--- src/hw/rtl/tkq_pkg.sv ---
// Shared types, constants and helpers for the touch key code qualifier.
package tkq_pkg;

	// Scan payload layout
	localparam int SAMPLE_FIELDS = 5;
	localparam int VOTE_SAMPLES  = 5;
	localparam int USED_SAMPLES  = (VOTE_SAMPLES < SAMPLE_FIELDS) ? VOTE_SAMPLES : SAMPLE_FIELDS;
	localparam int CODE_W        = 3;
	localparam int SAMPLES_W     = SAMPLE_FIELDS * CODE_W;
	localparam int NUM_CH        = 1 << CODE_W;
	localparam int CH_W          = CODE_W + 1;
	localparam int VCNT_W        = $clog2(USED_SAMPLES + 1);
	localparam int BYTE_W        = 8;

	// Configuration port
	localparam int PDATA_W = 64;
	localparam int PADDR_W = 5;
	localparam int REG_W   = PADDR_W - 3;

	typedef logic [CODE_W-1:0]  code_t;
	typedef logic [CH_W-1:0]    ch_t;
	typedef logic [BYTE_W-1:0]  byte_t;
	typedef logic [VCNT_W-1:0]  vcnt_t;
	typedef vcnt_t              vcnt_arr_t [NUM_CH];
	typedef logic [REG_W-1:0]   reg_idx_t;

	localparam ch_t   NONE_CH = ch_t'(NUM_CH);
	localparam byte_t SAT_MAX = '1;

	localparam reg_idx_t REG_KEY_MAP         = reg_idx_t'(0);
	localparam reg_idx_t REG_FLAG_ACTIVE_LOW = reg_idx_t'(1);
	localparam reg_idx_t REG_STABLE_NEEDED   = reg_idx_t'(2);
	localparam reg_idx_t REG_SETTLE_SCANS    = reg_idx_t'(3);

	localparam byte_t STABLE_NEEDED_RST = byte_t'(2);
	localparam byte_t SETTLE_SCANS_RST  = byte_t'(2);

	// Histogram control and status
	typedef struct packed {
		logic  clear;
		logic  inc;
		code_t idx;
		logic  start;
	} hist_cmd_t;

	typedef struct packed {
		logic busy;
		ch_t  winner;
	} hist_stat_t;

	function automatic byte_t map_key(input logic [PDATA_W-1:0] km, input code_t ch);
		return km[BYTE_W*ch +: BYTE_W];
	endfunction

endpackage

--- src/hw/rtl/tkq_ifs.sv ---
// Scan input and key result channel interfaces.
interface tkq_in_if;
	logic                           valid;
	logic                           ready;
	logic                           flag_pin;
	logic [tkq_pkg::SAMPLES_W-1:0]  code_samples;

	modport source (output valid, flag_pin, code_samples, input ready);
	modport sink (input valid, flag_pin, code_samples, output ready);
endinterface

interface tkq_out_if;
	logic                 valid;
	logic                 ready;
	logic                 key_valid;
	tkq_pkg::byte_t       key_code;
	tkq_pkg::ch_t         held_channel;
	logic                 release_valid;
	tkq_pkg::code_t       release_channel;
	tkq_pkg::byte_t       release_key;

	modport source (output valid, key_valid, key_code, held_channel, release_valid,
		release_channel, release_key, input ready);
	modport sink (input valid, key_valid, key_code, held_channel, release_valid,
		release_channel, release_key, output ready);
endinterface

--- src/hw/rtl/tkq_vote_lane.sv ---
// One vote lane: counts the samples of a scan that carry this lane's code.
module tkq_vote_lane (
	input  logic                          clk,
	input  logic                          load,
	input  tkq_pkg::code_t                lane_code,
	input  logic [tkq_pkg::SAMPLES_W-1:0] samples,
	output tkq_pkg::vcnt_t                count_s1
);
	tkq_pkg::vcnt_t count_c;

	always_comb begin
		count_c = '0;
		for (int k = 0; k < tkq_pkg::USED_SAMPLES; k++) begin
			count_c = count_c + tkq_pkg::vcnt_t'(samples[tkq_pkg::CODE_W*k +: tkq_pkg::CODE_W]
				== lane_code);
		end
	end

	always_ff @(posedge clk) begin
		if (load) begin
			count_s1 <= count_c;
		end
	end
endmodule

--- src/hw/rtl/tkq_vote_merge.sv ---
// Vote merge: highest lane count wins, lowest code on a tie.
module tkq_vote_merge (
	input  logic                clk,
	input  logic                load,
	input  tkq_pkg::vcnt_arr_t  counts,
	input  tkq_pkg::code_t      sample0,
	output tkq_pkg::code_t      vote_s2
);
	tkq_pkg::vcnt_t top_n;
	tkq_pkg::code_t best;
	logic           found;

	always_comb begin
		top_n = '0;
		best  = '0;
		found = 1'b0;
		for (int k = 0; k < tkq_pkg::NUM_CH; k++) begin
			if (counts[k] > top_n) begin
				top_n = counts[k];
				best  = tkq_pkg::code_t'(k);
				found = 1'b1;
			end
		end
	end

	// fall back to the first sample when no sample took part
	always_ff @(posedge clk) begin
		if (load) begin
			vote_s2 <= found ? best : sample0;
		end
	end
endmodule

--- src/hw/rtl/tkq_hist.sv ---
// Release histogram: eight saturating bins and a one-bin-per-cycle winner search.
module tkq_hist (
	input  logic                clk,
	input  logic                arst_n,
	input  tkq_pkg::hist_cmd_t  cmd,
	output tkq_pkg::hist_stat_t stat
);
	tkq_pkg::byte_t bins_q [tkq_pkg::NUM_CH];
	tkq_pkg::byte_t bins_c [tkq_pkg::NUM_CH];
	logic           busy_q;
	tkq_pkg::code_t k_q;
	tkq_pkg::byte_t top_n_q;
	tkq_pkg::ch_t   best_q;

	always_comb begin
		for (int k = 0; k < tkq_pkg::NUM_CH; k++) begin
			bins_c[k] = cmd.clear ? '0 : bins_q[k];
			if (cmd.inc && cmd.idx == tkq_pkg::code_t'(k) && bins_c[k] != tkq_pkg::SAT_MAX) begin
				bins_c[k] = bins_c[k] + 1'b1;
			end
		end
	end

	always_ff @(posedge clk or negedge arst_n) begin
		if (!arst_n) begin
			for (int k = 0; k < tkq_pkg::NUM_CH; k++) begin
				bins_q[k] <= '0;
			end
		end else begin
			for (int k = 0; k < tkq_pkg::NUM_CH; k++) begin
				bins_q[k] <= bins_c[k];
			end
		end
	end

	// walk the bins in index order; strict compare keeps the lowest index on a tie
	always_ff @(posedge clk or negedge arst_n) begin
		if (!arst_n) begin
			busy_q  <= 1'b0;
			k_q     <= '0;
			top_n_q <= '0;
			best_q  <= tkq_pkg::NONE_CH;
		end else if (cmd.start) begin
			busy_q  <= 1'b1;
			k_q     <= '0;
			top_n_q <= '0;
			best_q  <= tkq_pkg::NONE_CH;
		end else if (busy_q) begin
			if (bins_q[k_q] > top_n_q) begin
				top_n_q <= bins_q[k_q];
				best_q  <= {1'b0, k_q};
			end
			if (k_q == tkq_pkg::code_t'(tkq_pkg::NUM_CH - 1)) begin
				busy_q <= 1'b0;
			end else begin
				k_q <= k_q + 1'b1;
			end
		end
	end

	assign stat.busy   = busy_q;
	assign stat.winner = best_q;
endmodule

--- src/hw/rtl/touch_key_code_qualifier_unit.sv ---
// Top level of the touch key code qualifier: vote lanes, merge, histogram and scan tracking.
//
//   channel   dir   handshake       beat contents
//   scan_in   in    valid/ready     flag_pin, code_samples (five 3-bit samples)
//   key_out   out   valid/ready     key_valid, key_code, held_channel,
//                                   release_valid, release_channel, release_key
//   apb       in    psel/penable    key_map, flag_active_low, stable_needed, settle_scans
//
// An ordinary scan passes through accept (lanes count), vote merge and commit.
// A release scan of an active press also runs the histogram winner search, which
// visits one bin per cycle over all eight bins before commit.
// Reset (arst_n low) returns registers to their defaults and clears all tracking.
// The result sits in an output register; the next scan is accepted while it waits.
// Commit stalls only while the output register is still full and not taken.
module touch_key_code_qualifier_unit (
	input  logic                          clk,
	input  logic                          arst_n,
	tkq_in_if.sink                        scan_in,
	tkq_out_if.source                     key_out,
	input  logic                          psel,
	input  logic                          penable,
	input  logic                          pwrite,
	input  logic [tkq_pkg::PADDR_W-1:0]   paddr,
	input  logic [tkq_pkg::PDATA_W-1:0]   pwdata,
	output logic [tkq_pkg::PDATA_W-1:0]   prdata,
	output logic                          pready
);
	typedef enum logic [3:0] {
		S_IDLE   = 4'b0001,
		S_VOTE   = 4'b0010,
		S_SEARCH = 4'b0100,
		S_COMMIT = 4'b1000
	} state_t;

	state_t state_q;

	// configuration registers
	logic [tkq_pkg::PDATA_W-1:0] key_map_q;
	logic                        flag_active_low_q;
	tkq_pkg::byte_t              stable_needed_q;
	tkq_pkg::byte_t              settle_scans_q;
	tkq_pkg::reg_idx_t           reg_idx;
	logic                        cfg_wr;

	// tracking state
	logic           prev_pressed_q;
	logic           in_press_q;
	tkq_pkg::byte_t settle_left_q;
	tkq_pkg::ch_t   held_q;
	tkq_pkg::ch_t   sample_q;
	tkq_pkg::byte_t stable_cnt_q;

	// scan in flight
	logic                in_fire;
	logic                pressed_q;
	tkq_pkg::code_t      sample0_q;
	tkq_pkg::vcnt_arr_t  lane_cnt_s1;
	tkq_pkg::code_t      vote_s2;

	tkq_pkg::hist_cmd_t  hist_cmd;
	tkq_pkg::hist_stat_t hist_st;

	// output register
	logic           out_valid_q;
	logic           key_valid_q;
	tkq_pkg::byte_t key_code_q;
	tkq_pkg::ch_t   held_channel_q;
	logic           release_valid_q;
	tkq_pkg::code_t release_channel_q;
	tkq_pkg::byte_t release_key_q;

	// commit results
	logic           commit_go;
	logic           release_scan;
	logic           press_edge;
	logic           track;
	logic           stable_n;
	logic           stable_old;
	logic           pa_n;
	tkq_pkg::byte_t sl_e;
	tkq_pkg::byte_t sl_n;
	tkq_pkg::ch_t   held_e;
	tkq_pkg::ch_t   held_n;
	tkq_pkg::ch_t   samp_e;
	tkq_pkg::ch_t   samp_n;
	tkq_pkg::byte_t cnt_e;
	tkq_pkg::byte_t cnt_n;
	tkq_pkg::ch_t   rel_ch;
	logic           kv_c;
	tkq_pkg::ch_t   hc_c;

	// ---------------- configuration port ----------------
	assign pready  = 1'b1;
	assign reg_idx = paddr[tkq_pkg::PADDR_W-1:3];
	assign cfg_wr  = psel && penable && pwrite && pready;

	always_ff @(posedge clk or negedge arst_n) begin
		if (!arst_n) begin
			key_map_q         <= '0;
			flag_active_low_q <= 1'b1;
			stable_needed_q   <= tkq_pkg::STABLE_NEEDED_RST;
			settle_scans_q    <= tkq_pkg::SETTLE_SCANS_RST;
		end else if (cfg_wr) begin
			case (reg_idx)
				tkq_pkg::REG_KEY_MAP:         key_map_q <= pwdata;
				tkq_pkg::REG_FLAG_ACTIVE_LOW: flag_active_low_q <= pwdata[0];
				tkq_pkg::REG_STABLE_NEEDED:   stable_needed_q <= pwdata[tkq_pkg::BYTE_W-1:0];
				tkq_pkg::REG_SETTLE_SCANS:    settle_scans_q <= pwdata[tkq_pkg::BYTE_W-1:0];
				default: ;
			endcase
		end
	end

	always_comb begin
		case (reg_idx)
			tkq_pkg::REG_KEY_MAP:         prdata = key_map_q;
			tkq_pkg::REG_FLAG_ACTIVE_LOW: prdata = tkq_pkg::PDATA_W'(flag_active_low_q);
			tkq_pkg::REG_STABLE_NEEDED:   prdata = tkq_pkg::PDATA_W'(stable_needed_q);
			tkq_pkg::REG_SETTLE_SCANS:    prdata = tkq_pkg::PDATA_W'(settle_scans_q);
			default:                      prdata = '0;
		endcase
	end

	// ---------------- vote lanes and merge ----------------
	assign scan_in.ready = (state_q == S_IDLE);
	assign in_fire       = scan_in.valid && scan_in.ready;

	for (genvar g = 0; g < tkq_pkg::NUM_CH; g++) begin : g_lane
		tkq_vote_lane u_lane (
			.clk       (clk),
			.load      (in_fire),
			.lane_code (tkq_pkg::code_t'(g)),
			.samples   (scan_in.code_samples),
			.count_s1  (lane_cnt_s1[g])
		);
	end

	tkq_vote_merge u_merge (
		.clk     (clk),
		.load    (state_q == S_VOTE),
		.counts  (lane_cnt_s1),
		.sample0 (sample0_q),
		.vote_s2 (vote_s2)
	);

	// capture the press level with the polarity in force when the scan arrives
	always_ff @(posedge clk) begin
		if (in_fire) begin
			pressed_q <= flag_active_low_q ? !scan_in.flag_pin : scan_in.flag_pin;
			sample0_q <= scan_in.code_samples[tkq_pkg::CODE_W-1:0];
		end
	end

	// ---------------- release histogram ----------------
	assign release_scan = !pressed_q && prev_pressed_q && in_press_q;

	tkq_hist u_hist (
		.clk    (clk),
		.arst_n (arst_n),
		.cmd    (hist_cmd),
		.stat   (hist_st)
	);

	// ---------------- commit logic ----------------
	assign commit_go = (state_q == S_COMMIT) && (!out_valid_q || key_out.ready);
	assign press_edge = pressed_q && !prev_pressed_q;

	always_comb begin
		// a press edge restarts tracking and loads the settle countdown
		pa_n   = press_edge ? 1'b1 : in_press_q;
		sl_e   = press_edge ? settle_scans_q : settle_left_q;
		held_e = press_edge ? tkq_pkg::NONE_CH : held_q;
		samp_e = press_edge ? tkq_pkg::NONE_CH : sample_q;
		cnt_e  = press_edge ? '0 : stable_cnt_q;

		track  = (sl_e == '0);
		sl_n   = track ? sl_e : sl_e - 1'b1;
		held_n = held_e;
		samp_n = samp_e;
		cnt_n  = cnt_e;
		if (track) begin
			if ({1'b0, vote_s2} == samp_e) begin
				if (cnt_e != tkq_pkg::SAT_MAX) begin
					cnt_n = cnt_e + 1'b1;
				end
			end else begin
				samp_n = {1'b0, vote_s2};
				cnt_n  = tkq_pkg::byte_t'(1);
			end
		end
		stable_n = (cnt_n >= stable_needed_q);
		if (track && stable_n) begin
			held_n = {1'b0, vote_s2};
		end
		kv_c = stable_n && (held_n != tkq_pkg::NONE_CH);
		hc_c = (kv_c && sl_n == '0) ? held_n : tkq_pkg::NONE_CH;

		// release pick: held, then stable sample, then histogram winner below seven
		stable_old = (stable_cnt_q >= stable_needed_q);
		if (held_q != tkq_pkg::NONE_CH) begin
			rel_ch = held_q;
		end else if (stable_old && sample_q != tkq_pkg::NONE_CH) begin
			rel_ch = sample_q;
		end else if (hist_st.winner < tkq_pkg::ch_t'(tkq_pkg::NUM_CH - 1)) begin
			rel_ch = hist_st.winner;
		end else begin
			rel_ch = tkq_pkg::NONE_CH;
		end
		if (!release_scan) begin
			rel_ch = tkq_pkg::NONE_CH;
		end

		hist_cmd.start = (state_q == S_VOTE) && release_scan;
		hist_cmd.clear = commit_go && (!pressed_q || press_edge);
		hist_cmd.inc   = commit_go && pressed_q && track && stable_n;
		hist_cmd.idx   = vote_s2;
	end

	always_ff @(posedge clk or negedge arst_n) begin
		if (!arst_n) begin
			state_q        <= S_IDLE;
			prev_pressed_q <= 1'b0;
			in_press_q     <= 1'b0;
			settle_left_q  <= '0;
			held_q         <= tkq_pkg::NONE_CH;
			sample_q       <= tkq_pkg::NONE_CH;
			stable_cnt_q   <= '0;
			out_valid_q    <= 1'b0;
		end else begin
			if (key_out.ready && !commit_go) begin
				out_valid_q <= 1'b0;
			end
			case (state_q)
				S_IDLE: begin
					if (in_fire) begin
						state_q <= S_VOTE;
					end
				end
				S_VOTE: begin
					state_q <= release_scan ? S_SEARCH : S_COMMIT;
				end
				S_SEARCH: begin
					if (!hist_st.busy) begin
						state_q <= S_COMMIT;
					end
				end
				S_COMMIT: begin
					if (commit_go) begin
						state_q        <= S_IDLE;
						out_valid_q    <= 1'b1;
						prev_pressed_q <= pressed_q;
						if (pressed_q) begin
							in_press_q     <= pa_n;
							settle_left_q  <= sl_n;
							held_q         <= held_n;
							sample_q       <= samp_n;
							stable_cnt_q   <= cnt_n;
						end else begin
							in_press_q     <= 1'b0;
							settle_left_q  <= '0;
							held_q         <= tkq_pkg::NONE_CH;
							sample_q       <= tkq_pkg::NONE_CH;
							stable_cnt_q   <= '0;
						end
					end
				end
				default: state_q <= S_IDLE;
			endcase
		end
	end

	// result beat payload; zero the fields that carry no event, held channel reads NONE_CH
	always_ff @(posedge clk) begin
		if (commit_go) begin
			key_valid_q       <= pressed_q && kv_c;
			key_code_q        <= (pressed_q && kv_c) ?
				tkq_pkg::map_key(key_map_q, held_n[tkq_pkg::CODE_W-1:0]) : '0;
			held_channel_q    <= pressed_q ? hc_c : tkq_pkg::NONE_CH;
			release_valid_q   <= (rel_ch != tkq_pkg::NONE_CH);
			release_channel_q <= (rel_ch != tkq_pkg::NONE_CH) ?
				rel_ch[tkq_pkg::CODE_W-1:0] : '0;
			release_key_q     <= (rel_ch != tkq_pkg::NONE_CH) ?
				tkq_pkg::map_key(key_map_q, rel_ch[tkq_pkg::CODE_W-1:0]) : '0;
		end
	end

	assign key_out.valid           = out_valid_q;
	assign key_out.key_valid       = key_valid_q;
	assign key_out.key_code        = key_code_q;
	assign key_out.held_channel    = held_channel_q;
	assign key_out.release_valid   = release_valid_q;
	assign key_out.release_channel = release_channel_q;
	assign key_out.release_key     = release_key_q;

	// ---------------- assertions ----------------
	a_settle_in_press: assert property (@(posedge clk) disable iff (!arst_n)
		settle_left_q != '0 |-> in_press_q)
		else $error("settle countdown running outside a press");

	a_key_xor_release: assert property (@(posedge clk) disable iff (!arst_n)
		key_out.valid && key_out.key_valid |-> !key_out.release_valid)
		else $error("key and release reported in the same beat");

	a_held_needs_key: assert property (@(posedge clk) disable iff (!arst_n)
		key_out.valid && key_out.held_channel != tkq_pkg::NONE_CH |-> key_out.key_valid)
		else $error("held channel reported without a valid key");

	a_search_only: assert property (@(posedge clk) disable iff (!arst_n)
		state_q != S_SEARCH |-> !hist_st.busy)
		else $error("histogram search busy outside the search state");
endmodule

--- src/flat_wrapper.sv ---
// flat-port wrapper written by rule: the top's interface ports become plain ports
module touch_key_code_qualifier_unit_flat 
  (clk, arst_n, psel, penable, pwrite, paddr, pwdata, prdata, pready, scan_in_valid, scan_in_flag_pin, scan_in_code_samples, scan_in_ready, key_out_valid, key_out_key_valid, key_out_key_code, key_out_held_channel, key_out_release_valid, key_out_release_channel, key_out_release_key, key_out_ready);
  tkq_in_if scan_in_i ();
  tkq_out_if key_out_i ();
  input  logic clk;
  input  logic arst_n;
  input  logic psel;
  input  logic penable;
  input  logic pwrite;
  input  logic [tkq_pkg::PADDR_W-1:0] paddr;
  input  logic [tkq_pkg::PDATA_W-1:0] pwdata;
  output logic [tkq_pkg::PDATA_W-1:0] prdata;
  output logic pready;
  input wire logic [$bits(scan_in_i.valid)-1:0] scan_in_valid;
  input wire logic [$bits(scan_in_i.flag_pin)-1:0] scan_in_flag_pin;
  input wire logic [$bits(scan_in_i.code_samples)-1:0] scan_in_code_samples;
  output wire logic [$bits(scan_in_i.ready)-1:0] scan_in_ready;
  output wire logic [$bits(key_out_i.valid)-1:0] key_out_valid;
  output wire logic [$bits(key_out_i.key_valid)-1:0] key_out_key_valid;
  output wire logic [$bits(key_out_i.key_code)-1:0] key_out_key_code;
  output wire logic [$bits(key_out_i.held_channel)-1:0] key_out_held_channel;
  output wire logic [$bits(key_out_i.release_valid)-1:0] key_out_release_valid;
  output wire logic [$bits(key_out_i.release_channel)-1:0] key_out_release_channel;
  output wire logic [$bits(key_out_i.release_key)-1:0] key_out_release_key;
  input wire logic [$bits(key_out_i.ready)-1:0] key_out_ready;
  assign scan_in_i.valid = scan_in_valid;
  assign scan_in_i.flag_pin = scan_in_flag_pin;
  assign scan_in_i.code_samples = scan_in_code_samples;
  assign scan_in_ready = scan_in_i.ready;
  assign key_out_valid = key_out_i.valid;
  assign key_out_key_valid = key_out_i.key_valid;
  assign key_out_key_code = key_out_i.key_code;
  assign key_out_held_channel = key_out_i.held_channel;
  assign key_out_release_valid = key_out_i.release_valid;
  assign key_out_release_channel = key_out_i.release_channel;
  assign key_out_release_key = key_out_i.release_key;
  assign key_out_i.ready = key_out_ready;
  touch_key_code_qualifier_unit u_core (.clk(clk), .arst_n(arst_n), .scan_in(scan_in_i), .key_out(key_out_i), .psel(psel), .penable(penable), .pwrite(pwrite), .paddr(paddr), .pwdata(pwdata), .prdata(prdata), .pready(pready));
endmodule
--- config.mk ---
export PLATFORM = sky130hd
export DESIGN_NAME = touch_key_code_qualifier_unit_flat
export DESIGN_NICKNAME = d
export VERILOG_FILES = /design/src/hw/rtl/tkq_pkg.sv /design/src/hw/rtl/tkq_ifs.sv /design/src/hw/rtl/tkq_vote_lane.sv /design/src/hw/rtl/tkq_vote_merge.sv /design/src/hw/rtl/tkq_hist.sv /design/src/hw/rtl/touch_key_code_qualifier_unit.sv /design/src/flat_wrapper.sv
export SDC_FILE = /design/constraint.sdc
export NUM_CORES = 1
export LEC_CHECK = 0
export BUFFER_PORTS_ARGS = -buffer_cell sky130_fd_sc_hd__buf_4
export CORE_UTILIZATION = 35
export DETAILED_ROUTE_END_ITERATION = 16
export REMOVE_ABC_BUFFERS = 1
export SYNTH_ARGS = -nofsm -noshare
export SYNTH_HDL_FRONTEND = slang
export SYNTH_SLANG_ARGS = --single-unit
--- constraint.sdc ---
create_clock -name clk -period 21.3 [get_ports clk]
set_input_delay 2.13 -clock clk [delete_from_list [all_inputs] [get_ports clk]]
set_output_delay 2.13 -clock clk [all_outputs]
set_load 0.02 [all_outputs]
# --- Word level (Yosys, flattened, before mapping) ---
# Cells that the tools add are included.
classes:
  bitwise: 1
  shifts: 2
  order_cmp: 13
  reduce_logical: 62
  mux: 85
  eq_ne: 69
  add_sub_neg: 43
ops:
  columns: ["operator", "count"]
  rows:
  - ["$pmux W64 S4", 1]
  - ["$mux W8", 29]
  - ["$shiftx A64 B7 Y8", 2]
  - ["$eq A3 B3 Y1 const B", 25]
  - ["$add A8 B1 Y8 const B", 9]
  - ["$mux W4", 18]
  - ["$ne A8 B8 Y1 const B", 9]
  - ["$mux W3", 17]
  - ["$add A3 B1 Y3", 16]
  - ["$eq A3 B2 Y1 const B", 12]
  - ["$logic_and A1 B1 Y1", 34]
  - ["$add A2 B1 Y3", 8]
  - ["$bmux W8 S3", 1]
  - ["$gt A3 B3 Y1", 7]
  - ["$eq A3 B1 Y1 const B", 6]
  - ["$logic_not A3 Y1", 6]
  - ["$mux W1", 18]
  - ["$add A1 B1 Y2", 8]
  - ["$ge A8 B8 Y1", 2]
  - ["$logic_not A8 Y1", 2]
  - ["$ne A4 B4 Y1 const B", 4]
  - ["$pmux W4 S4", 1]
  - ["$reduce_and A2 Y1", 8]
  - ["$gt A8 B8 Y1", 1]
  - ["other kinds (20)", 31]
totals:
  ff_bits: 248
  word_cells: 316
  inputBits: 92
  output_inout_bits: 92

# --- Depth between registers and ports, before layout ---
# Gate-level depths: netlist (run 1).
logic_depth:
  word_depth: 17
  ltp_mapped: 45
  ltp_nobuf: 45

# --- Cells and area by module ---
# From an unflattened synthesis (run 1), not the netlist that was laid out.
unflattened:
  hier_cells: 1614
  hier_area_um2: 16877.4
by_module_without_submodules:
  columns: ["mod", "n_inst", "cells_each", "seq_area_each_um2", "area_each_um2"]
  rows:
  - ["touch_key_code_qualifier_unit", 1, 761, 3681.0, 8237.9]
  - ["tkq_hist", 1, 464, 2003.2, 4792.1]
  - ["tkq_vote_lane", 8, 31, 90.1, 340.3]
  - ["tkq_vote_merge", 1, 141, 90.1, 1124.8]

# --- Worst setup path before layout (run 1) ---
# Ideal clock, no wire load.
synth_path:
  path_type: "register to register"
  startpoint: "register u_core.g_lane[1].u_lane.count_s1[1]"
  endpoint: "register u_core.u_merge.vote_s2[2], data pin"
  stages_incl_launch_ff: 45
  synth_period_minus_slack_ns: 8.314
  n_path_buf: 0
  t_required_ns: 21.039
  arrival_ns: 8.053
  path_slack_ns: 12.986
  setup_time_ns: 0.261
  path_cell_list: "edfxtp_1 > ha_1 > nor2b_1 > o21ai_0 > a21o_1 > mux2i_1 > ha_1 > nor2b_1 > o21ai_0 > a32oi_1 > a211oi_1 > nor2_1 > ha_1 > nor2b_1 > o21ai_0 > a32oi_1 > nand2_1 > o21a_1 > (+9 left out) > nor2b_1 > o21ai_0 > nand2b_1 > inv_1 > a31oi_1 > mux2_2 > ha_1 > inv_1 > a21o_1 > a21oi_1 > a31oi_1 > mux2_2 > ha_1 > nor2b_1 > o21a_1 > o21ai_0 > nand2b_1 > a311o_1"
synth_between:
  elab_chain_cells: 15
  elab_cells_between_ends: 26
  classes_between: "7 x order compare; 19 x mux"
synth_lines:
  columns: ["item", "line_no", "text"]
  rows:
  - ["start, declared", "tkq_vote_lane.sv:7", "output tkq_pkg::vcnt_t count_s1"]
  - ["start signal, assigned", "tkq_vote_lane.sv:21", "count_s1 <= count_c;"]
  - ["$gt A3 B3 Y1", "tkq_vote_merge.sv:18", "if (counts[k] > top_n) begin"]
  - ["$mux W3", "tkq_vote_merge.sv:18", null]
  - ["$gt A3 B3 Y1", "tkq_vote_merge.sv:18", null]
  - ["$mux W3", "tkq_vote_merge.sv:18", null]
  - ["$gt A3 B3 Y1", "tkq_vote_merge.sv:18", null]
  - ["$mux W3", "tkq_vote_merge.sv:18", null]
  - ["$gt A3 B3 Y1", "tkq_vote_merge.sv:18", null]
  - ["$mux W3", "tkq_vote_merge.sv:18", null]
  - ["$gt A3 B3 Y1", "tkq_vote_merge.sv:18", null]
  - ["$mux W3", "tkq_vote_merge.sv:18", null]
  - ["$gt A3 B3 Y1", "tkq_vote_merge.sv:18", null]
  - ["$mux W3", "tkq_vote_merge.sv:18", null]
  - ["$gt A3 B3 Y1", "tkq_vote_merge.sv:18", null]
  - ["$mux W3 or $mux W1 (tied branches)", "tkq_vote_merge.sv:18", null]
  - ["$mux W3 (*)", "tkq_vote_merge.sv:29", "vote_s2 <= found ? best : sample0;"]
  - ["end signal, assigned", "tkq_vote_merge.sv:29", null]
  - ["end, declared", "tkq_vote_merge.sv:7", "output tkq_pkg::code_t vote_s2"]
# Mark *: on every way between the ends. The rest lies on a longest branch, timed or not.
# A chain may end at the register's enable or synchronous reset.

# --- Worst setup path in the final report (run 1) ---
# Same ends and word-level chain as after synthesis.

==> results_dict.tcl, run 1 <==
set metrics [dict create \
    whs_ns 0.481 \
    root_buffer "clkbuf_16" \
    min_period_ns 9.53 \
    tns_ns 0 \
    arrival_ns 9.85 \
    netlist_area_um2 16000 \
    fin_skew_ns 0.0325 \
    r2r_cells 44 \
    drc 1 \
    num_rows 78 \
    cts_hold_buf 0 \
    drv_slew 0 \
    cts_tree "done" \
    dp.cells 2307 \
    yosysSeqAreaShare_pct 40.5 \
    min-delay-start "u_core.u_hist.best_q[3]$_DFFE_PN1P_" \
    cts_buffers 29 \
    syn_inst 1599 \
    synth_edf_count 56 \
    m1WireLength_um 20500 \
    route.met3.wl_um 2240 \
    routed_wl_um 45600 \
    utilization_pct 41.6 \
    yosysWarnings 0 \
    core_area_um2 45300 \
    synth_cell_types 83 \
    async_flop_share_pct 77.4 \
    fin_nets 1911 \
    clk_pin_slew_ns 0.06 \
    slowest_delay_ns 0.49 \
    ys_seq_elements 248 \
    hold_depth 2 \
    setup-violations-final 0 \
    ff2ff_setup_slack_ns 11.77 \
    grt_pass1_vias 12700 \
    fmax_ghz 0.105 \
    ys.flop_type "dfrtp_1" \
    critPathLaunchType "register" \
    ctsResizeCount 0 \
    ioPinCount 184 \
    clock_path_buffers 3 \
    vdd_drop_max_uv 84.0 \
    vias 13000 \
    crit_required_ns 21.62 \
    p_leak_nw 8.26 \
    grt_pass1_wl_um 72300 \
    synthAdderAreaFrac_pct 7.07 \
    relSlewSlack_pct 17.7 \
    h-tree-depth 1 \
    routed.top_layer "met4" \
    synth_top_family_by_area "simple AND/OR/NAND/NOR gates" \
    start_util_pct 35.4 \
    outcome "complete, but fails checks" \
    wl_per_cell_um 19.3 \
    fin_cells 2360 \
    die_x_um 216 \
    dpl_worst_slack_ns 11.89 \
    crit_path_max_fanout 8 \
    synthToLayoutAreaGrowth_pct 17.6 \
    path_common_cell "ha_1" \
    hold_path_class "register to register" \
    yosys-mux-area-fraction_pct 12.9 \
    violations "DRC" \
    setup_ws_ns 11.77 \
    die_h_um 216 \
    finalHoldViolations 0 \
    reg2reg_to "u_core.u_merge.vote_s2[2]$_DFFE_PN_" \
    wl_met2_um 21700 \
    antenna_found_initial 0 \
    cts_sinks 248 \
    synth_xor_area_share_pct 3.72 \
    whs_endpoint "u_core.u_hist.best_q[3]$_DFFE_PN1P_" \
    grt_overflow 0 \
    rsz0062_at_grt "false" \
    clk_latency_ns 0.58 \
    port_buffers 179 \
    antenna_cells 0 \
    gp_congestion 0.878 \
    synth_compound_area_share_pct 11.5 \
    drive_gt1_share_pct 22.5 \
    cap_violations 0 \
    first_iter_violations 1018 \
    fillers 4458 \
    grt_usage_pct 19.3 \
    period_share_pct 44.7 \
    synthSimpleGateAreaFrac_pct 20.8 \
    tightest_slew_ns 1.23 \
    power.density_nw_per_um2 107 \
    postCtsSetupBuffers 0 \
    critPathKind "register to register" \
    syn_avg_cell_area_um2 10.0 \
    dp_hpwl_um 31300 \
    avgViaCountPerCell 5.49 \
    firstDrtPassIters 11 \
    ant_nets 0 \
    crit_path_end_kind "register" \
    dieArea_um2 46700 \
    worstReg2RegStart "u_core.g_lane[1].u_lane.count_s1[1]$_DFFE_PP_" \
    grt_max_degree 80 \
    slowest_stage "a32oi_1" \
]
## cells by family (layout without fill, tap and decap cells)
logic type,count (synthesis),after routing
flip-flops,248,248
XOR/XNOR,68,68
adder cells (fa/ha/maj),81,81
AND/OR/NAND/NOR,636,636
AO/OA/AOI/OAI,254,254
other,1,1
multiplexers,173,173
buffers and inverters,138,299
## through the flow
stage | total power [mW] | cell area, µm²
4_1_cts | 2.03 | 18800
5_1_grt | 2.17 | 18800
2_1_floorplan | 1.29 | 15600
6_report | 2.02 | 18800
3_5_place_dp | 1.55 | 18000
3_3_place_gp | 1.52 | 18000
## flip-flops by register name (all words and copies together) (netlist names), 8 cells and up
signal / count
u_core.g_lane.u_lane.count_s1: 24
u_core.key_map_q: 64
u_core.key_out.key_code: 8
u_core.key_out.release_key: 8
u_core.settle_left_q: 8
u_core.settle_scans_q: 8
u_core.stable_cnt_q: 8
u_core.stable_needed_q: 8
u_core.u_hist.bins_q: 64
u_core.u_hist.top_n_q: 8
## final cells by class
type / instances / area [µm²] / area share (%)
well taps: 600 / 751 / 3.98
clock inverters: 11 / 80.1 / 0.425
repair buffers: 200 / 1510 / 8.00
inverters: 46 / 174 / 0.923
flip-flops and latches: 248 / 6490 / 34.5
multi-input cells: 1213 / 9030 / 47.9
clock buffers: 42 / 805 / 4.27
## how the worst max path moves through the flow
stage,startpoint,to,slack [ns],depth (start not counted)
after CTS,u_core.g_lane[1].u_lane.count_s1[1]$_DFFE_PP_,u_core.u_merge.vote_s2[2]$_DFFE_PN_,11.82,44
final,u_core.g_lane[1].u_lane.count_s1[1]$_DFFE_PP_,u_core.u_merge.vote_s2[2]$_DFFE_PN_,11.77,44
after detailed placement,u_core.g_lane[1].u_lane.count_s1[1]$_DFFE_PP_,u_core.u_merge.vote_s2[2]$_DFFE_PN_,11.89,44
after global placement,u_core.g_lane[1].u_lane.count_s1[1]$_DFFE_PP_,u_core.u_merge.vote_s2[2]$_DFFE_PN_,12.21,44
after global routing,u_core.g_lane[1].u_lane.count_s1[1]$_DFFE_PP_,u_core.u_merge.vote_s2[2]$_DFFE_PN_,10.95,43
after floorplan,u_core.pressed_q$_DFFE_PP_,u_core.key_out.key_code[0]$_SDFFCE_PN0P_,8.93,17
## critical path: cells and delay by family, from the launching register on
family / cells / cell delay [ns]
DFF: 1 / 0.40
adders and majority gates: 7 / 1.68
muxes: 3 / 1.06
AOI/OAI and AO/OA: 19 / 4.40
and+or+nand+nor: 12 / 1.56
buffers and inverters: 3 / 0.16
## Yosys cell counts, types with 8 or more instances
cell type / instances / area, µm²
nand2_1: 189 / 709
dfrtp_1: 185 / 4630
nor2_1: 108 / 405
mux2_2: 94 / 1060
and2_1: 70 / 438
ha_1: 65 / 813
nor3_1: 63 / 315
mux2i_1: 61 / 611
clkbuf_1: 56 / 210
edfxtp_1: 56 / 1680
xor2_1: 56 / 490
o21ai_0: 46 / 230
inv_1: 42 / 158
a22oi_1: 39 / 293
nand4_1: 37 / 231
nand3_1: 34 / 170
a21oi_1: 33 / 165
a311oi_1: 33 / 289
nor2b_1: 29 / 181
a22o_1: 25 / 219
and3_1: 22 / 138
buf_2: 21 / 105
nor3b_1: 19 / 143
mux4_2: 17 / 383
fa_1: 16 / 320
nand2b_1: 16 / 100
xnor2_1: 12 / 105
a21o_1: 10 / 75.1
buf_1: 10 / 37.5
a211o_1: 9 / 78.8
and3b_1: 8 / 70.1
## routing by layer
layer | vias to the layer above | GRT usage [%]
met2 | 362 | 31.9
met1 | 6443 | 26.7
met5 | - | 0
met4 | 0 | 5.21
met3 | 80 | 2.07
li1 | 6077 | -
## cell usage in the layout, fill, tap and decap left out, types with 5 or more instances in the layout
master,Yosys,final
a311oi_1,33,33
and3_1,22,22
and2_1,70,70
o21ai_0,46,46
nand2b_1,16,16
a22oi_1,39,39
nand4_1,37,37
o21bai_1,5,5
clkinv_1,0,5
a22o_1,25,25
a211o_1,9,9
xor2_1,56,56
mux2i_1,61,61
dfstp_2,7,7
dfrtp_1,185,185
o21a_1,6,6
fa_1,16,16
and3b_1,8,8
nor2b_1,29,29
a31oi_1,7,7
edfxtp_1,56,56
xnor2_1,12,12
ha_1,65,65
mux2_2,94,94
buf_4,4,199
mux4_2,17,17
nand3_1,34,33
nor2_1,108,107
nor3_1,63,61
nor3b_1,19,19
a21o_1,10,10
clkbuf_16,0,29
nor4_4,5,5
a21oi_1,33,33
inv_1,42,42
nand2_1,189,189
clkbuf_1,56,10
## power by group
group / leakage [nW] / internal [mW] / switching [mW]
registers: 3.01 / 0.578 / 0.105
logic: 4.82 / 0.382 / 0.484
clock network: 0.429 / 0.272 / 0.202
No activity file was read; power rests on OpenSTA's default activity.
==> run 2, diff against run 1 <==
==> constraint.sdc (replaced) <==
create_clock -name clk -period 8.3 [get_ports clk]
set_input_delay 0.83 -clock clk [delete_from_list [all_inputs] [get_ports clk]]
set_output_delay 0.83 -clock clk [all_outputs]
set_load 0.02 [all_outputs]
==> results_dict.tcl, run 2 (synthesis gave the netlist of run 1 again) <==
set metrics [dict create \
    outcome "complete, but fails checks" \
    violations "DRC" \
    arrival_ns 8.32 \
    critPathKind "register to register" \
    grt_pass1_vias 13100 \
    min_period_ns 8.00 \
    slowest_delay_ns 0.39 \
    avgViaCountPerCell 5.49 \
    tns_ns 0 \
    h-tree-depth 1 \
    grt_usage_pct 19.3 \
    fmax_ghz 0.125 \
    cts_sinks 248 \
    ioPinCount 184 \
    die_x_um 216 \
    utilization_pct 42.6 \
    num_rows 78 \
    vdd_drop_max_uv 245 \
    dp_hpwl_um 31800 \
    cap_violations 0 \
    firstDrtPassIters 11 \
    crit_path_max_fanout 4 \
    clk_pin_slew_ns 0.06 \
    start_util_pct 35.4 \
    wl_per_cell_um 19.3 \
    grt_pass1_wl_um 73000 \
    slowest_stage "edfxtp_1" \
    vias 13100 \
    relSlewSlack_pct 22.4 \
    routed_wl_um 46000 \
    tightest_slew_ns 1.16 \
    crit_path_end_kind "register" \
    finalHoldViolations 0 \
    path_common_cell "ha_1" \
    antenna_found_initial 0 \
    synthToLayoutAreaGrowth_pct 20.3 \
    ant_nets 0 \
    fin_nets 1937 \
    antenna_cells 0 \
    drv_slew 0 \
    core_area_um2 45300 \
    layout_commonest_cell "buf_4" \
    fin_skew_ns 0.0232 \
    period_share_pct 96.3 \
    port_buffers 179 \
    power.density_nw_per_um2 312 \
    p_leak_nw 8.45 \
    grt_overflow 0 \
    drc 1 \
    gp_congestion 0.884 \
    critPathLaunchType "register" \
    clock_path_buffers 3 \
    crit_required_ns 8.62 \
    reg.largest.list "u_core.key_map_q: 64 flops, u_core.u_hist.bins_q: 64 flops, u_core.g_lane.u_lane.count_s1: 24 flops" \
    setup-violations-final 0 \
    clk_latency_ns 0.58 \
    final_cell_mix "buf_4 (224), nand2_1 (188), dfrtp_1 (185)" \
    dieArea_um2 46700 \
    hold_path_class "primary input to async pin" \
    cts_buffers 30 \
    cts_tree "done" \
    fillers 4410 \
    drive_gt1_share_pct 25.2 \
    cts_hold_buf 0 \
    first_iter_violations 864 \
    root_buffer "clkbuf_16" \
    grt_max_degree 77 \
    die_h_um 216 \
]
[run 2: worst max-delay path: cells and delay by family (launching register included)]
family                   cells  cell delay, ns
adder cells (fa/ha/maj)      7            1.73
multiplexers                 3            0.87
AO/OA/AOI/OAI               19            3.17
AND/OR/NAND/NOR             12            1.44
buffers and inverters        2            0.12
flip-flops                   1            0.39
[run 2: through the flow]
stage / power, mW / setup WS, ns / hold WS (ns) / cells / cell area [µm²]
finish: 6.01 / 0.305 / 0.272 / 2388 / 19300
global route: 6.39 / -0.133 / 0.326 / 2388 / 19300
CTS: 5.51 / 0.0332 / 0.302 / 2376 / 19000
detailed placement: 4.15 / -0.441 / 0.475 / 2319 / 18100
global placement: 4.03 / -0.0772 / 0.469 / 2319 / 18100
floorplan: 3.30 / -4.07 / 0.455 / 1507 / 15600
[run 2: metal layers]
layer	global-route usage, %	part of all wire (%)	wire, µm	up-vias
met2	32.5	49	22400	381
met4	5.61	2.4	1120	0
met5	0	0	0	-
met1	26.0	44	20300	6517
met3	2.38	4.8	2220	77
li1	-	-	-	6130
[run 2: what timing repair did]
action | CTS | global route
setup buffers | 1 | 12
hold endpoints to repair | 0 | 0
endpoints found under the setup margin | 3 | 3
resized for setup | 9 | 30
pin swaps | 0 | 19
[run 2: cell type report]
type	instances	area (µm²)	share of cell area [%]
multi-input combinational	1213	9210	47.8
sequential	248	6490	33.7
timing repair buffer	225	1700	8.79
clock buffer	45	837	4.34
tap	600	751	3.89
inverter	46	174	0.902
clock inverter	11	123	0.636
[run 2: report_power, final]
group,switching [mW],internal [mW]
clock network,0.526,0.757
registers,0.275,1.48
logic,1.48,1.49
[run 2: final timing paths]
check	start	slack, ns	to	depth (start not counted)
hold reg to reg	u_core.u_hist.best_q[3]$_DFFE_PN1P_	0.48	u_core.u_hist.best_q[3]$_DFFE_PN1P_	2
setup / recovery	u_core.g_lane[1].u_lane.count_s1[1]$_DFFE_PP_	0.30	u_core.u_merge.vote_s2[2]$_DFFE_PN_	43
hold / removal	arst_n	0.27	u_core.key_map_q[12]$_DFFE_PN0P_	1
setup reg to reg	u_core.g_lane[1].u_lane.count_s1[1]$_DFFE_PP_	0.30	u_core.u_merge.vote_s2[2]$_DFFE_PN_	43
max in group asynchronous	arst_n	6.03	u_core.u_hist.bins_q[19]$_DFF_PN0_	3
min in group clk	pwdata[5]	0.48	u_core.stable_needed_q[5]$_DFFE_PN0P_	3
==> run 3, diff against run 2 <==
--- a/config.mk
+++ b/config.mk
@@ -11,4 +11,5 @@
 export REMOVE_ABC_BUFFERS = 1
 export SYNTH_ARGS = -nofsm -noshare
 export SYNTH_HDL_FRONTEND = slang
+export SYNTH_HIERARCHICAL = 1
 export SYNTH_SLANG_ARGS = --single-unit
==> results_dict.tcl, run 3 <==
set metrics [dict create \
    syn_inst 1614 \
    finalPower_mw 6.43 \
    min_period_ns 7.97 \
    cts_sinks 248 \
    outcome "complete, no violations" \
    setup-violations-final 0 \
    syn_avg_cell_area_um2 10.5 \
    grt_pass1_vias 12500 \
    drive_gt1_share_pct 23.7 \
    h-tree-depth 1 \
    p_int_mw 3.82 \
    synth_top_area_cell "dfrtp_1" \
    grt_overflow 0 \
    switchingPower_mw 2.62 \
    gp_congestion 0.831 \
    final_cell_mix "buf_4 (204), dfrtp_1 (185), xnor2_1 (116)" \
    fin_nets 1961 \
    async_flop_share_pct 77.4 \
    clk_latency_ns 0.56 \
    port_buffers 179 \
    tns_ns 0 \
    synthToLayoutAreaGrowth_pct 16.9 \
    crit_path_end_kind "register" \
    netlist_area_um2 16900 \
    layout_commonest_cell "buf_4" \
    yosysMostFrequentCell "dfrtp_1" \
    power.density_nw_per_um2 326 \
    dp_hpwl_um 32200 \
    drv_slew 0 \
    slowest_delay_ns 0.59 \
    placed_area_um2 18700 \
    reg.largest.list "u_core/key_map_q: 64 flops, u_core/u_hist/bins_q: 64 flops, u_core/g_lane.u_lane/count_s1: 24 flops" \
    crit_required_ns 8.61 \
    routed_wl_um 44400 \
    ys_seq_elements 248 \
    firstDrtPassIters 5 \
    sw_frac_of_total_pct 40.7 \
    clockPowerShare_pct 18.7 \
    critPathLaunchType "register" \
    grt_max_degree 71 \
    power.share.combinational_pct 52.8 \
    num_rows 80 \
    core_area_um2 47600 \
    synth_top_area_share_pct 27.4 \
    arrival_ns 8.28 \
    critPathKind "register to register" \
    start_util_pct 35.4 \
    design_area_um2 19700 \
    whs_ns 0.252 \
    fillers 4597 \
    synthTopCellsByArea "dfrtp_1 (27%), edfxtp_1 (10%), mux2_2 (6.1%)" \
    tightest_slew_ns 1.09 \
    ioPinCount 184 \
    fmax_ghz 0.126 \
    ys_top_cells_by_count "dfrtp_1 (185), xnor2_1 (116), nand2_1 (110), mux2_2 (91), nor2_1 (87)" \
    ant_nets 0 \
    dpl_worst_slack_ns 0.0642 \
    hold_path_class "primary input to async pin" \
    ys.flop_type "dfrtp_1" \
    crit_path_max_fanout 7 \
    clk_pin_slew_ns 0.06 \
    wl_per_cell_um 18.3 \
    first_iter_violations 818 \
    grt_usage_pct 17.7 \
    utilization_pct 41.4 \
    vdd_drop_max_uv 437 \
    yosysWarnings 6 \
    yosysSeqAreaShare_pct 38.5 \
    setup_ws_ns 0.335 \
    period_share_pct 96.0 \
    ff2ff_setup_slack_ns 0.33 \
    fin_skew_ns 0.0120 \
    drc 0 \
    grt_pass1_wl_um 70500 \
    p_seq_share_pct 28.5 \
    slowest_stage "or4b_4" \
    dp.cells 2365 \
    avgViaCountPerCell 5.28 \
    cts_buffers 29 \
    cap_violations 0 \
    die_h_um 222 \
    vias 12800 \
    synth_edf_count 56 \
    cts_tree "done" \
    finalHoldViolations 0 \
    relSlewSlack_pct 27.5 \
    synth_cell_types 93 \
    antenna_cells 0 \
    path_common_cell "ha_1" \
    antenna_found_initial 0 \
    seqCellArea_um2 6490 \
    p_leak_nw 8.45 \
    dieArea_um2 49100 \
    die_x_um 222 \
    clock_path_buffers 3 \
    root_buffer "clkbuf_16" \
    multi_input_area_um2 9820 \
    fin_cells 2425 \
]
==> run 3: changes by cell type after synthesis, moves of 18 or more <==
cell and delta:
nor2_1 -21, clkbuf_1 -25, nand2_1 -79, xnor2_1 +104, a22oi_1 -39, nand3_1 +24, a311oi_1 -31, a21oi_1 +18
nor3_1 -36
==> run 3: layout make-up <==
cell class	count	share of cell area (%)
tap	615	3.90
sequential	248	32.9
timing repair buffer	205	7.83
inverter	59	1.12
clock inverter	19	0.678
multi-input combinational	1245	49.7
clock buffer	34	3.82
==> run 3: worst max-delay path: cells and delay by family (launching register included) <==
| family | cells | cell delay, ns |
|---|---|---|
| compound gates | 14 | 2.79 |
| fa+ha+maj | 7 | 2.04 |
| simple gates | 13 | 1.99 |
| flops | 1 | 0.41 |
| mux | 1 | 0.36 |
| buf+inv | 1 | 0.12 |
==> run 3: layer usage <==
metal	up-vias	part of all wire, %	global-route usage, %
met1	6298	47	24.5
li1	6116	-	-
met3	50	4.4	1.91
met4	0	1.7	4.21
met5	-	0	0
met2	335	47	29.5
==> run 3: kinds of logic (layout without fill, tap and decap cells) <==
logic type                 after synthesis  after routing  synth area share (%)
xor gates and xnor gates               180            180                  9.34
AOI/OAI and AO/OA                      236            236                  10.4
DFF                                    248            248                  38.5
buffers and inverters                  144            317                  4.26
and+or+nand+nor                        533            533                  17.3
muxes                                  190            190                  13.5
adders and majority gates               81             81                  6.72
other                                    2             25                0.0445
==> run 3: what timing repair did <==
item                                   in CTS  in global routing
setup endpoints to repair                   0                  3
hold buffers                                0                  0
buffers inserted                            0                  7
resized for setup                           0                 14
endpoints found under the hold margin       0                  0
==> run 3: power by group through the flow <==
stage          Combinational, mW  Clock [mW]  Sequential [mW]
2_1_floorplan               2.39           0             1.76
3_3_place_gp                3.14           0             1.85
3_5_place_dp                3.23           0             1.86
4_1_cts                     3.24        1.24             1.84
5_1_grt                     3.78        1.29             1.87
6_report                    3.40        1.20             1.84
==> run 3: final timing paths <==
path	endpoint	depth (start not counted)	startpoint
max reg2reg	u_core/u_merge/vote_s2[2]$_DFFE_PP_	36	u_core/g_lane[0].u_lane/count_s1[1]$_DFFE_PP_
min	u_core/key_map_q[49]$_DFFE_PN0P_	1	arst_n
min in group clk	u_core/settle_left_q[0]$_DFFE_PN0P_	2	u_core/settle_left_q[0]$_DFFE_PN0P_
max in group asynchronous	u_core/key_map_q[3]$_DFFE_PN0P_	2	arst_n
max	u_core/u_merge/vote_s2[2]$_DFFE_PP_	36	u_core/g_lane[0].u_lane/count_s1[1]$_DFFE_PP_
min reg2reg	u_core/settle_left_q[0]$_DFFE_PN0P_	2	u_core/settle_left_q[0]$_DFFE_PN0P_
